[config.mk]
export PLATFORM = sky130hd
export DESIGN_NAME = bsp_lane
export DESIGN_NICKNAME = d
export VERILOG_FILES = /design/src/rtl/background_subtract_pixel_top_defines.svh /design/src/rtl/bsp_pkg.sv /design/src/rtl/bsp_lane.sv
export SDC_FILE = /design/constraint.sdc
export NUM_CORES = 1
export LEC_CHECK = 0
export BUFFER_PORTS_ARGS = -buffer_cell sky130_fd_sc_hd__buf_2
export CAP_MARGIN = 20
export CORE_ASPECT_RATIO = 1.4
export CORE_UTILIZATION = 52
export DETAILED_ROUTE_END_ITERATION = 12
export PLACE_DENSITY = 0.9
export RECOVER_POWER = 50
export SYNTH_ARGS = -nofsm -noshare
export SYNTH_HDL_FRONTEND = slang
export SYNTH_SLANG_ARGS = --single-unit
[constraint.sdc]
create_clock -name vclk -period 10.3
set_input_delay 1.545 -clock vclk [all_inputs]
set_output_delay 1.545 -clock vclk [all_outputs]
set_load 0.005 [all_outputs]
[src/rtl/background_subtract_pixel_top_defines.svh]
// Assertion macros for the background subtraction block.
// Used by the top level; expects clk and rst_n in the enclosing scope.
`ifndef BACKGROUND_SUBTRACT_PIXEL_TOP_DEFINES_SVH
`define BACKGROUND_SUBTRACT_PIXEL_TOP_DEFINES_SVH

// Same-cycle implication
`define BSP_ASSERT_NOW(lbl, ante, cons, msg) \
  lbl: assert property (@(posedge clk) disable iff (!rst_n) (ante) |-> (cons)) \
    else $error(msg);

// Next-cycle implication
`define BSP_ASSERT_NEXT(lbl, ante, cons, msg) \
  lbl: assert property (@(posedge clk) disable iff (!rst_n) (ante) |=> (cons)) \
    else $error(msg);

`endif

[src/rtl/bsp_pkg.sv]
// Package for the background subtraction block: codes, widths and defaults.
// No dependencies; used by every file but bsp_if.sv and the assertion header.
`timescale 1ns / 1ps
`default_nettype none
package bsp_pkg;

  localparam int COORD_W       = 9;
  localparam int PIX_W         = 8;
  localparam int NUM_LANES     = 3;
  localparam int CFG_AW        = 3;
  localparam int CFG_DW        = 32;
  localparam int FRAME_W_DEF   = 512;
  localparam int FRAME_H_DEF   = 512;
  localparam logic [PIX_W-1:0] THRESH_RESET = 8'd100;
  localparam logic [PIX_W-1:0] PIX_MAX      = 8'd255;

  typedef enum logic [1:0] {
    KIND_SUB  = 2'd0,
    KIND_LOAD = 2'd1,
    KIND_ADD  = 2'd2
  } kind_t;

  typedef enum logic [1:0] {
    MODE_THRESH = 2'd0,
    MODE_CLAMP  = 2'd1,
    MODE_WRAP   = 2'd2,
    MODE_ABS    = 2'd3
  } sub_mode_t;

  typedef enum logic {
    REG_SUB_MODE  = 1'b0,
    REG_THRESHOLD = 1'b1
  } reg_idx_t;

  typedef logic [NUM_LANES-1:0][PIX_W-1:0] rgb_t;

  typedef struct packed {
    sub_mode_t        mode;
    logic [PIX_W-1:0] threshold;
  } cfg_t;

endpackage
`default_nettype wire

[src/rtl/bsp_lane.sv]
// One colour channel: frame minus background in the selected mode, and wrapped sum.
// Depends on bsp_pkg.
`timescale 1ns / 1ps
`default_nettype none
module bsp_lane import bsp_pkg::*; (
  input  wire logic [PIX_W-1:0] frame_ch,
  input  wire logic [PIX_W-1:0] bg_ch,
  input  wire cfg_t             cfg,
  output      logic [PIX_W-1:0] res_ch,
  output      logic [PIX_W-1:0] sum_ch
);

  logic             ge;
  logic [PIX_W-1:0] diff;
  logic [PIX_W-1:0] absd;

  assign ge     = frame_ch >= bg_ch;
  assign diff   = frame_ch - bg_ch;
  assign absd   = ge ? diff : (bg_ch - frame_ch);
  assign sum_ch = frame_ch + bg_ch;

  always_comb begin
    unique case (cfg.mode)
      MODE_THRESH: res_ch = (absd > cfg.threshold) ? PIX_MAX : '0;
      MODE_CLAMP:  res_ch = ge ? diff : '0;
      MODE_WRAP:   res_ch = diff;
      MODE_ABS:    res_ch = absd;
      default:     res_ch = '0;
    endcase
  end

endmodule
`default_nettype wire

==> results.cfg <==
[final_layout]
area_delta_synth_final_pct = 11.7
clock_buffers = 0
post_route_cells_drive_above_1_share = 0.176
instances_no_fill = 287
nets = 311
n_sequential_cell = 0
regArea_um2 = 0
diodes = 0
fillers = 265

[power]
leakagePower_nw = 0.870
finalPower_mw = 0.124
power_density_mw_per_mm2 = 71.2
peakVddDrop_mv = 0.0363

[timing]
hold_violations = 0
timing.final.crit_period_ps = 6530
rsz0062_at_grt = false
fmax_mhz = 153
worst_slew_pin_slew_ps = 594
fin_tns_setup_ps = 0
slew_headroom = 0.604
whs_ps = 3550
setup_viol = 0
finalMaxSlewViolations = 0
fin_crit_sh = 0.634

[global_routing]
grt_pass1_vias = 1482
use_met2 = 0.470
grt_max_degree = 22
grtUsageMet1 = 0.269
top_usage_layer = met2
antenna_found_initial = 0
grt.total_usage = 0.242
grt_pass1_wl_mm = 5.93
use_met3 = 0.00542
grt_overflow_total = 0

[routing]
drt_iter0_drc = 63
vias = 1650
wirelength_mm = 3.66
via_per_inst = 5.75
first_pass_iters = 4
drc = 0
wire_per_inst_um = 12.7
ant_nets = 0

[yosys]
synth_top_area_cell = ha_1
yosys_warnings = 0
avgSynthCellArea_um2 = 7.10
synth_area_mm2 = 0.00156
synth_top_area_share = 0.241
yosys-top-cells-area = ha_1 24%, inv_1 8.2%, xnor2_1 5.6%
syn_nets = 278
syn_inst = 219
synth_cell_type_count = 47
ys_seq_area_frac = 0

[placed_design]
place.detailed.hpwl_mm = 3.04
placed_cells = 287
portBuffers = 42
gp_congestion = 0.871

[floorplanning]
die_w_um = 48.2
core_area_mm2 = 0.00285
die_area_mm2 = 0.00322
rows = 23
dieHeight_um = 66.7
io_pins = 42
start_util = 0.546

[setup_path]
worstPathMaxFanout = 16
cp_data_arrival_time_ps = 4990
max_stage_delay_ps = 500
end_kind = output port
crit_slowest_cell = nor3_4
crit_type = input port to output port
worst_ep_required_time_ps = 8760
cp_cell_sequence = clkbuf_1 > inv_1 > ha_1 > inv_1 > fa_1 > nand3_1 > a31oi_2 > nor3_4 > mux2i_1 > xnor2_1 > ha_1 > o21a_1 > o21ai_0 > a21oi_1 > o21bai_1 > o221ai_1 > buf_2
cp-start-kind = input port

[cts]
post_cts_resized = 0
cts_hold_buf = 0
postCtsSetupBuffers = 0

[flow_run]
drv_cap = 0

[worst_hold_path]
min_path_type = input port to output port

[run_status]
status = completed
## area by class of cell
class                      instances  area (um^2)  area share
inverter                          34          128      0.0734
timing repair buffer              42          203       0.117
multi-input combinational        174         1360       0.783
tap                               37         46.3      0.0266
## metrics by stage
stage | instance area, um^2 | util | worst slack [ps]
global placement | 1750 | 0.613 | 3870
floorplan | 1560 | - | 4460
global route | 1740 | 0.610 | 3450
CTS | 1750 | 0.613 | 3770
detailed placement | 1750 | 0.613 | 3770
finish | 1740 | 0.610 | 3770
## critical path, delay by kind of cell
family,cells,cell delay [ps]
AO/OA/AOI/OAI,6,1170
adder cells (fa/ha/maj),3,830
AND/OR/NAND/NOR,2,640
buffers and inverters,4,380
multiplexers,1,280
XOR/XNOR,1,140
## layout by cell type (no fill, tap or decap), types with 3 or more instances in the layout
master / Yosys / routed
nor2b_1: 4 / 4
nand2b_1: 3 / 3
nand3_1: 10 / 10
o21ai_0: 9 / 9
xor2_1: 5 / 5
a211oi_1: 4 / 4
fa_1: 3 / 3
o21bai_1: 5 / 5
nand3b_1: 3 / 3
o2111ai_1: 3 / 3
a21oi_2: 3 / 3
nand4_1: 8 / 8
and2_1: 3 / 3
xnor2_1: 10 / 10
nor3b_1: 3 / 3
nor2_1: 10 / 10
inv_1: 34 / 34
a21oi_1: 13 / 13
ha_1: 30 / 30
nand2_1: 13 / 13
clkbuf_1: 3 / 6
buf_2: 5 / 35
## cells in the mapped netlist, types with 5 or more instances
| cell | n |
|---|---|
| o21ai_0 | 9 |
| nand2_1 | 13 |
| nand3_1 | 10 |
| inv_1 | 34 |
| a21oi_1 | 13 |
| nand4_1 | 8 |
| xor2_1 | 5 |
| o21bai_1 | 5 |
| buf_2 | 5 |
| ha_1 | 30 |
| nor2_1 | 10 |
| xnor2_1 | 10 |
## final timing paths
kind | depth (start not counted) | slack [ps] | end | start
min | 4 | 3550 | res_ch[0] | cfg[9]
max | 17 | 3770 | res_ch[2] | frame_ch[0]
## power breakdown
| group | leakage (nW) | switching [mW] | internal (mW) | total [mW] |
|---|---|---|---|---|
| registers | 0 | 0 | 0 | 0 |
| clock network | 0 | 0 | 0 | 0 |
| logic | 0.870 | 0.0689 | 0.0548 | 0.124 |
## per-layer routing
layer  routed length (um)  vias up
li1                     -      827
met1                 1460      761
met2                 2010       57
met3                  150        5
met4                   29        0
met5                    0        -
## cells by family after synthesis
family / after synthesis / share of synthesized area
multiplexers: 3 / 0.0201
AO/OA/AOI/OAI: 55 / 0.241
buffers and inverters: 45 / 0.125
AND/OR/NAND/NOR: 68 / 0.250
XOR/XNOR: 15 / 0.0845
adder cells (fa/ha/maj): 33 / 0.280
Note: power is estimated with default switching activity, not from simulation.
