--- src/rtl/background_subtract_pixel_top_defines.svh ---
// Assertion macros for the background subtraction block.
// Used by the top level; expects clk and rst_n in the enclosing scope.
`ifndef BACKGROUND_SUBTRACT_PIXEL_TOP_DEFINES_SVH
`define BACKGROUND_SUBTRACT_PIXEL_TOP_DEFINES_SVH

// Same-cycle implication
`define BSP_ASSERT_NOW(lbl, ante, cons, msg) \
  lbl: assert property (@(posedge clk) disable iff (!rst_n) (ante) |-> (cons)) \
    else $error(msg);

// Next-cycle implication
`define BSP_ASSERT_NEXT(lbl, ante, cons, msg) \
  lbl: assert property (@(posedge clk) disable iff (!rst_n) (ante) |=> (cons)) \
    else $error(msg);

`endif

--- src/rtl/bsp_pkg.sv ---
// Package for the background subtraction block: codes, widths and defaults.
// No dependencies; used by every file but bsp_if.sv and the assertion header.
`timescale 1ns / 1ps
`default_nettype none
package bsp_pkg;

  localparam int COORD_W       = 9;
  localparam int PIX_W         = 8;
  localparam int NUM_LANES     = 3;
  localparam int CFG_AW        = 3;
  localparam int CFG_DW        = 32;
  localparam int FRAME_W_DEF   = 512;
  localparam int FRAME_H_DEF   = 512;
  localparam logic [PIX_W-1:0] THRESH_RESET = 8'd100;
  localparam logic [PIX_W-1:0] PIX_MAX      = 8'd255;

  typedef enum logic [1:0] {
    KIND_SUB  = 2'd0,
    KIND_LOAD = 2'd1,
    KIND_ADD  = 2'd2
  } kind_t;

  typedef enum logic [1:0] {
    MODE_THRESH = 2'd0,
    MODE_CLAMP  = 2'd1,
    MODE_WRAP   = 2'd2,
    MODE_ABS    = 2'd3
  } sub_mode_t;

  typedef enum logic {
    REG_SUB_MODE  = 1'b0,
    REG_THRESHOLD = 1'b1
  } reg_idx_t;

  typedef logic [NUM_LANES-1:0][PIX_W-1:0] rgb_t;

  typedef struct packed {
    sub_mode_t        mode;
    logic [PIX_W-1:0] threshold;
  } cfg_t;

endpackage
`default_nettype wire

--- src/rtl/bsp_cfg.sv ---
// APB register file: subtraction mode and threshold.
// Depends on bsp_pkg.
`timescale 1ns / 1ps
`default_nettype none
module bsp_cfg import bsp_pkg::*; (
  input  wire logic              clk,
  input  wire logic              rst_n,
  input  wire logic              psel,
  input  wire logic              penable,
  input  wire logic              pwrite,
  input  wire logic [CFG_AW-1:0] paddr,
  input  wire logic [CFG_DW-1:0] pwdata,
  output      logic [CFG_DW-1:0] prdata,
  output      logic              pready,
  output      cfg_t              cfg
);

  sub_mode_t        mode_r;
  logic [PIX_W-1:0] thresh_r;
  reg_idx_t         idx;
  logic             wr_fire;

  assign pready  = 1'b1;
  assign idx     = reg_idx_t'(paddr[2]);
  assign wr_fire = psel & penable & pwrite & pready;

  always_ff @(posedge clk) begin
    if (!rst_n) begin
      mode_r   <= MODE_THRESH;
      thresh_r <= THRESH_RESET;
    end else if (wr_fire) begin
      unique case (idx)
        REG_SUB_MODE:  mode_r   <= sub_mode_t'(pwdata[1:0]);
        REG_THRESHOLD: thresh_r <= pwdata[PIX_W-1:0];
        default: ;
      endcase
    end
  end

  always_comb begin
    unique case (idx)
      REG_SUB_MODE:  prdata = {{(CFG_DW-2){1'b0}}, mode_r};
      REG_THRESHOLD: prdata = {{(CFG_DW-PIX_W){1'b0}}, thresh_r};
      default:       prdata = '0;
    endcase
  end

  assign cfg.mode      = mode_r;
  assign cfg.threshold = thresh_r;

endmodule
`default_nettype wire

--- config.mk ---
export PLATFORM = sky130hd
export DESIGN_NAME = bsp_cfg
export DESIGN_NICKNAME = d
export VERILOG_FILES = /design/src/rtl/background_subtract_pixel_top_defines.svh /design/src/rtl/bsp_pkg.sv /design/src/rtl/bsp_cfg.sv
export SDC_FILE = /design/constraint.sdc
export NUM_CORES = 1
export LEC_CHECK = 0
export ABC_AREA = 1
export BUFFER_PORTS_ARGS = -buffer_cell sky130_fd_sc_hd__clkbuf_2
export CORE_MARGIN = 2
export CORE_UTILIZATION = 35
export DETAILED_ROUTE_END_ITERATION = 12
export PLACE_DENSITY = 0.83
export SLEW_MARGIN = 15
export SYNTH_ARGS = -nofsm -noshare
export SYNTH_HDL_FRONTEND = slang
export SYNTH_SLANG_ARGS = --single-unit
export TNS_END_PERCENT = 20
--- constraint.sdc ---
create_clock -name clk -period 1 [get_ports clk]
set_input_delay 0.15 -clock clk [delete_from_list [all_inputs] [get_ports clk]]
set_output_delay 0.15 -clock clk [all_outputs]
set_load 0.01 [all_outputs]
==> results of run 1 <==
==> stage by stage <==
step           utilization (%)  hold slack (ps)  area, um^2  setup slack (ps)  TNS [ps]
4_1_cts                   42.7             96.2         837             -13.6     -39.0
6_report                  42.8             99.3         840              5.04         0
3_5_place_dp              40.2              381         788              50.9         0
3_3_place_gp              40.2              376         788              54.6         0
5_1_grt                   42.8              116         840             -60.6      -272
2_1_floorplan                -              276         813               313         0
==> cell type report <==
cell class	instances	area (um^2)
inverter	13	53.8
clock buffer	4	36.3
timing repair buffer	31	155
sequential	10	213
multi-input combinational	80	348
tap	27	33.8
fill	226	1120
==> cell usage in the layout, fill, tap and decap left out <==
| master | Yosys | routed |
|---|---|---|
| sky130_fd_sc_hd__clkbuf_8 | 0 | 1 |
| sky130_fd_sc_hd__nand2_2 | 1 | 2 |
| sky130_fd_sc_hd__clkbuf_2 | 0 | 23 |
| sky130_fd_sc_hd__dfxtp_2 | 0 | 10 |
| sky130_fd_sc_hd__inv_1 | 12 | 12 |
| sky130_fd_sc_hd__buf_2 | 0 | 8 |
| sky130_fd_sc_hd__nor2_1 | 15 | 15 |
| sky130_fd_sc_hd__inv_6 | 1 | 1 |
| sky130_fd_sc_hd__conb_1 | 2 | 25 |
| sky130_fd_sc_hd__nand3_2 | 1 | 1 |
| sky130_fd_sc_hd__clkbuf_4 | 0 | 3 |
| sky130_fd_sc_hd__nor2_8 | 1 | 1 |
| sky130_fd_sc_hd__nor2_4 | 1 | 1 |
| sky130_fd_sc_hd__nand3_1 | 10 | 10 |
| sky130_fd_sc_hd__nand2_1 | 26 | 25 |
==> state kept, by name (all words and copies together), names as in the netlist <==
name,flops
thresh_r,8
mode_r,2
==> Yosys cell counts <==
master,count
sky130_fd_sc_hd__nand2_1,26
sky130_fd_sc_hd__buf_4,25
sky130_fd_sc_hd__nor2_1,15
sky130_fd_sc_hd__inv_1,12
sky130_fd_sc_hd__dfxtp_1,10
sky130_fd_sc_hd__nand3_1,10
sky130_fd_sc_hd__buf_6,2
sky130_fd_sc_hd__conb_1,2
sky130_fd_sc_hd__buf_1,1
sky130_fd_sc_hd__inv_6,1
sky130_fd_sc_hd__nand2_2,1
sky130_fd_sc_hd__nand3_2,1
sky130_fd_sc_hd__nor2_4,1
sky130_fd_sc_hd__nor2_8,1
==> layer usage <==
| layer | wire, um | vias up | track usage [%] | share of wire, % |
|---|---|---|---|---|
| met4 | 4 | 0 | 4.17 | 0.32 |
| li1 | - | 329 | - | - |
| met5 | 0 | - | 0 | 0 |
| met2 | 587 | 42 | 19.1 | 47 |
| met3 | 149 | 2 | 4.55 | 12 |
| met1 | 520 | 260 | 12.3 | 41 |
==> report_power, final <==
part	leakage (nW)	internal [mW]	switching, mW
Clock	0.0210	0.221	0.142
Sequential	0.0833	0.415	0.0108
Combinational	0.430	0.0613	0.130
Total	0.534	0.698	0.283
==> worst reg2reg max path: stages (launching register included) <==
cell	delay, ps
sky130_fd_sc_hd__dfxtp_2	330
sky130_fd_sc_hd__nor2_1	110
sky130_fd_sc_hd__nor2_1	50
==> cells by family after synthesis <==
group / after synthesis
flops: 10
other cells: 2
buf+inv: 41
simple gates: 55
==> final timing paths <==
check	startpoint	to	slack, ps	depth (start not counted)
max	mode_r[0]$_SDFFE_PN0P_	prdata[0]	5	3
min reg2reg	thresh_r[5]$_SDFFE_PN1P_	thresh_r[5]$_SDFFE_PN1P_	460	2
min	pwdata[2]	thresh_r[2]$_SDFFE_PN1P_	100	3
max reg2reg	mode_r[0]$_SDFFE_PN0P_	mode_r[0]$_SDFFE_PN0P_	410	2
==> timing repair <==
item / CTS / global route
endpoints found under the setup margin: 8 / 8
pin swaps: 2 / 0
gates resized for setup: 10 / 9
hold buffers: 0 / 0
==> qor_table.md, run 1 <==
| Result | Reported | Unit |
|---|---|---|
| Run status | finished, final reports clean | - |
| Required time of the critical path | 850 | ps |
| Clock tree sinks | 10 | - |
| Seq/Total Area, Yosys | 27.5 | % |
| Total setup buffers inserted after CTS | 0 | - |
| Synthesized instance count | 108 | - |
| Number of DRC violations after detailed routing | 0 | - |
| Height of the chip | 49.6 | um |
| Final Slew Violations | 0 | - |
| Area of the core | 0.00196 | mm^2 |
| Count of vias placed by the detailed router | 633 | - |
| Residual overflow from global routing | 0 | - |
| RSZ-0062 raised after global routing | yes | - |
| Post-route antenna net violation count | 0 | - |
| Critical path launch point type | register | - |
| Synthesized-area fraction occupied by and/or/nand/nor cells | 34.6 | % |
| Total design power | 0.980 | mW |
| PD cells | 1170 | mW/mm^2 |
| Static Leak | 0.534 | nW |
| Cell chosen for the clock root | sky130_fd_sc_hd__clkbuf_4 | - |
| Flops & latches, synth | 10 | - |
| Min-delay worst type | in -> reg | - |
| Fmax | 1010 | MHz |
| Warning count from the yosys run | 0 | - |
| Number of unique standard cell types used by synthesis | 14 | - |
| Area Growth Syn to Fin | 15.5 | % |
| Worst path most repeated cell | sky130_fd_sc_hd__nand2_1 | - |
| Final instance count without filler cells | 165 | - |
| Floorplan die area | 0.00246 | mm^2 |
| Cell count after placement | 161 | - |
| XOR/XNOR share of the synthesized area | 0 | % |
| Clock tree from TritonCTS | built | - |
| Arithmetic-cell share of the synthesized area counting full adders, half adders and majority gates | 0 | % |
| Synthesized area divided by synthesized cell count | 6.73 | um^2 |
| Final period util | 99.5 | % |
| Compound-Gate Fraction of Synth Area | 0 | % |
| Total detailed-routing wirelength | 1260 | um |
| Routability congestion estimate | 0.703 | - |
| Peak VDD IR | 0.856 | mV |
| Post-synthesis instance area | 727 | um^2 |
| Via count normalized by instance count | 3.84 | - |
| Highest-delay cell along the critical path | sky130_fd_sc_hd__dfxtp_2 | - |
| Count of buffering cells on the critical path with inverters included | 1 | - |
| Sort of element at the end of the critical path | output pin | - |
| Source-to-sink clock delay at the later pin of the worst-skew pair | 260 | ps |
| Antenna violations before repair | 0 | - |
| Delay of the slowest cell on the worst path | 340 | ps |
| Detailed-placement wirelength estimate | 1040 | um |
| Routed wire per std cell | 7.65 | um |
| 1st-iter DRT viols | 7 | - |
| Dominant combinational cell family by area after synthesis | buffers and inverters | - |
| CTS HTree Levels | 1 | - |
| Pin count of the biggest net entering global routing | 17 | - |
| Worst clock skew on the final layout | 0 | ps |
| WP data arrival | 840 | ps |
| Minimum clock period after layout | 995 | ps |
| Wire length of the first global-routing pass | 2130 | um |
| Biggest area consumer among synthesized cells | sky130_fd_sc_hd__dfxtp_1 | - |
| # setup viols final | 0 | - |
| Share of post-route cells with drive strength above 1 | 37.0 | % |
| Top cell type's share of synthesized area | 27.5 | % |
| Number of cell rows | 16 | - |
| Clock buffer depth | 2 | - |
| Chip width | 49.6 | um |
| Net count, final | 179 | - |
| Num CTS Buffers | 3 | - |
| Multiplexer fraction of the synthesized cell area | 0 | % |
| Max capacitance violation total | 0 | - |
| Largest fanout on the critical path | 3 | - |
| ANT cells | 0 | - |
| Count of final hold-check violations | 0 | - |
| Iteration count of the initial detailed-routing pass | 4 | - |
| Top-level I/O count | 83 | - |
| Top delay family on crit path | flip-flops | - |
| I/O Buffers | 31 | - |
| Top cells by area, synth | sky130_fd_sc_hd__dfxtp_1 (28%), sky130_fd_sc_hd__buf_4 (26%), sky130_fd_sc_hd__nand2_1 (13%) | - |
| Starting density of the core | 37.1 | % |
| Tot GR Track Use | 11.2 | % |
| Vias in the first global route | 514 | - |
| Clock input transition at the sequential cells of the worst setup and hold paths | 70 | ps |
| Worst setup path class | reg -> out | - |
| Cell breakdown of the critical path | nand2_1 > nand2_1 > buf_2 | - |
Note: power is estimated with default switching activity, not from simulation.
==> run 2, diff against run 1 <==
--- a/config.mk
+++ b/config.mk
@@ -7,7 +7,6 @@
 export LEC_CHECK = 0
 export ABC_AREA = 1
 export BUFFER_PORTS_ARGS = -buffer_cell sky130_fd_sc_hd__clkbuf_2
-export CORE_MARGIN = 2
 export CORE_UTILIZATION = 35
 export DETAILED_ROUTE_END_ITERATION = 12
 export PLACE_DENSITY = 0.83
==> constraint.sdc (replaced) <==
create_clock -name clk -period 1.2 [get_ports clk]
set_input_delay 0.18 -clock clk [delete_from_list [all_inputs] [get_ports clk]]
set_output_delay 0.18 -clock clk [all_outputs]
set_load 0.01 [all_outputs]
==> qor_table.md, run 2 (synthesized netlist as in run 1, its figures left out) <==
| Result | Reported | Unit | vs previous |
|---|---|---|---|
| Pin count of the biggest net entering global routing | 17 | - | unchanged |
| Peak VDD IR | 0.616 | mV | was 0.856 mV |
| Detailed-placement wirelength estimate | 984 | um | was 1040 um |
| Net count, final | 179 | - | unchanged |
| Clock buffer depth | 2 | - | unchanged |
| Cell chosen for the clock root | sky130_fd_sc_hd__clkbuf_4 | - | unchanged |
| Worst setup path class | reg -> out | - | unchanged |
| Number of cell rows | 16 | - | unchanged |
| CTS HTree Levels | 1 | - | unchanged |
| Floorplan die area | 0.00226 | mm^2 | was 0.00246 mm^2 |
| Wire length of the first global-routing pass | 1840 | um | was 2130 um |
| Flip-flop count of the largest register, all copies and words added | 8 | - | unchanged |
| Static Leak | 0.520 | nW | was 0.534 nW |
| Final cell utilization of the core | 41.3 | % | was 42.8% |
| Clock tree sinks | 10 | - | unchanged |
| Total design power | 0.725 | mW | was 0.980 mW |
| Count of vias placed by the detailed router | 641 | - | was 633 |
| Required time of the critical path | 1020 | ps | was 850 ps |
| Top-level I/O count | 83 | - | unchanged |
| Tot GR Track Use | 11.8 | % | was 11.2% |
| RSZ-0062 raised after global routing | no | - | was yes |
| Setup slack after layout | 148 | ps | was 5.04 ps |
| Post-route antenna net violation count | 0 | - | unchanged |
| Height of the chip | 47.6 | um | was 49.6 um |
| Fmax | 950 | MHz |  |
| Grt met1 use | 12.3 | % | about the same |
| Leading cell type in the layout, fill and taps excluded | sky130_fd_sc_hd__clkbuf_2 | - |  |
| Clock input transition at the sequential cells of the worst setup and hold paths | 60 | ps | was 70 ps |
| Sequential cell fraction of total power | 48.6 | % | was 43.4% |
| Num CTS Buffers | 3 | - | unchanged |
| Internal power summed over all cells | 0.510 | mW | was 0.698 mW |
| I/O Buffers | 31 | - | unchanged |
| Biggest regs | thresh_r x8, mode_r x2 | - | unchanged |
| Portion of total power attributed to the clock network | 29.4 | % | was 37.1% |
| Min-delay worst type | in -> reg | - | unchanged |
| Minimum clock period after layout | 1050 | ps |  |
| Chip width | 47.6 | um | was 49.6 um |
| Worst clock skew on the final layout | 0 | ps | unchanged |
| Hold Buf Count CTS | 0 | - | unchanged |
| Residual overflow from global routing | 0 | - | unchanged |
| 1st-iter DRT viols | 13 | - | was 7 |
| WP data arrival | 870 | ps | was 840 ps |
| Antenna violations before repair | 0 | - | unchanged |
| Total setup buffers inserted after CTS | 0 | - | unchanged |
| Routability congestion estimate | 0.737 | - | was 0.703 |
| Number of DRC violations after detailed routing | 0 | - | unchanged |
| Vias in the first global route | 469 | - | was 514 |
| Critical path launch point type | register | - | unchanged |
| Iteration count of the initial detailed-routing pass | 4 | - | unchanged |
| Count of final hold-check violations | 0 | - | unchanged |
| Switch Pwr | 0.215 | mW | was 0.283 mW |
| Post-CTS resize count | 0 | - | was 10 |
| Area of the core | 0.00196 | mm^2 | unchanged |
| Max capacitance violation total | 0 | - | unchanged |
| Run status | finished, final reports clean | - | unchanged |
| Grt met3 use | 7.17 | % | was 4.55% |
| Via count normalized by instance count | 3.91 | - | was 3.84 |
| Top library cells by usage in the layout, fill and taps aside | sky130_fd_sc_hd__clkbuf_2 (31), sky130_fd_sc_hd__nand2_1 (26), sky130_fd_sc_hd__conb_1 (25) | - | was sky130_fd_sc_hd__nand2_1 (25), sky130_fd_sc_hd__conb_1 (25), sky130_fd_sc_hd__clkbuf_2 (23) |
| Relative contribution of combinational cells to total power | 22.0 | % | was 19.5% |
| Most Used Layer, Global Route | met2 | - | unchanged |
| Sort of element at the end of the critical path | output pin | - | unchanged |
| Clock tree from TritonCTS | built | - | unchanged |
| Final Slew Violations | 0 | - | unchanged |
| Final period util | 87.7 | % |  |
| Reg with most FFs | thresh_r | - | unchanged |
| Switching Share | 29.7 | % | was 28.8% |
| PD cells | 894 | mW/mm^2 | was 1170 mW/mm^2 |
| Worst-case setup slack after placement | 190 | ps | was 50.9 ps |
| ANT cells | 0 | - | unchanged |
| Source-to-sink clock delay at the later pin of the worst-skew pair | 250 | ps | was 260 ps |
| Met2 usage in global routing | 20.8 | % | was 19.1% |
| Largest fanout on the critical path | 3 | - | unchanged |
| Routed wire per std cell | 7.29 | um | was 7.65 um |
| Share of post-route cells with drive strength above 1 | 28.5 | % | was 37.0% |
| Starting density of the core | 37.1 | % | unchanged |
| Area Growth Syn to Fin | 11.5 | % | was 15.5% |
| Worst hold margin | 142 | ps | was 99.3 ps |
| Post-Route Setup TNS | 0 | ps | unchanged |
| # setup viols final | 0 | - | unchanged |
| Total detailed-routing wirelength | 1200 | um | was 1260 um |
==> run 2: cell count changes in the layout (fill, tap and decap cells not counted), sizes merged <==
cell,delta
buf,-8
clkbuf,+7
==> run 2: layout make-up <==
class                   count  area, um^2
clock buffers               3        22.5
fillers                   222        1150
repair buffers             31         155
inverters                  13        53.8
flip-flops and latches     10         200
well taps                  27        33.8
multi-input cells          80         345
==> run 2: per-layer routing <==
layer	vias to the layer above	part of all wire [%]
met5	-	0
met4	0	0
met3	0	9.8
met2	40	46
met1	274	44
li1	327	-
==> run 2: per-stage QoR <==
stage / area [um^2] / instances
after floorplan: 813 / 131
after global placement: 788 / 161
after detailed placement: 788 / 161
after CTS: 811 / 164
after global routing: 811 / 164
final: 811 / 164
==> run 2: final timing paths <==
check / startpoint / end / depth (start not counted) / slack (ps)
max: thresh_r[0]$_SDFFE_PN0P_ / prdata[0] / 3 / 150
min: pwdata[5] / thresh_r[5]$_SDFFE_PN1P_ / 3 / 140
max reg2reg: mode_r[1]$_SDFFE_PN0P_ / mode_r[1]$_SDFFE_PN0P_ / 2 / 620
min reg2reg: thresh_r[2]$_SDFFE_PN1P_ / thresh_r[2]$_SDFFE_PN1P_ / 2 / 490
==> run 2: power groups by stage <==
stage | logic [mW] | registers [mW] | clock network (mW)
6_report | 0.159 | 0.352 | 0.213
4_1_cts | 0.160 | 0.352 | 0.227
2_1_floorplan | 0.169 | 0.364 | 0
3_5_place_dp | 0.160 | 0.360 | 0
3_3_place_gp | 0.159 | 0.359 | 0
5_1_grt | 0.187 | 0.354 | 0.239
==> run 2: worst max-delay path, stage by stage, from the launching register on <==
cell and delay, ps:
sky130_fd_sc_hd__dfxtp_1 340, sky130_fd_sc_hd__nand2_1 60, sky130_fd_sc_hd__nand2_1 80, sky130_fd_sc_hd__clkbuf_2 130
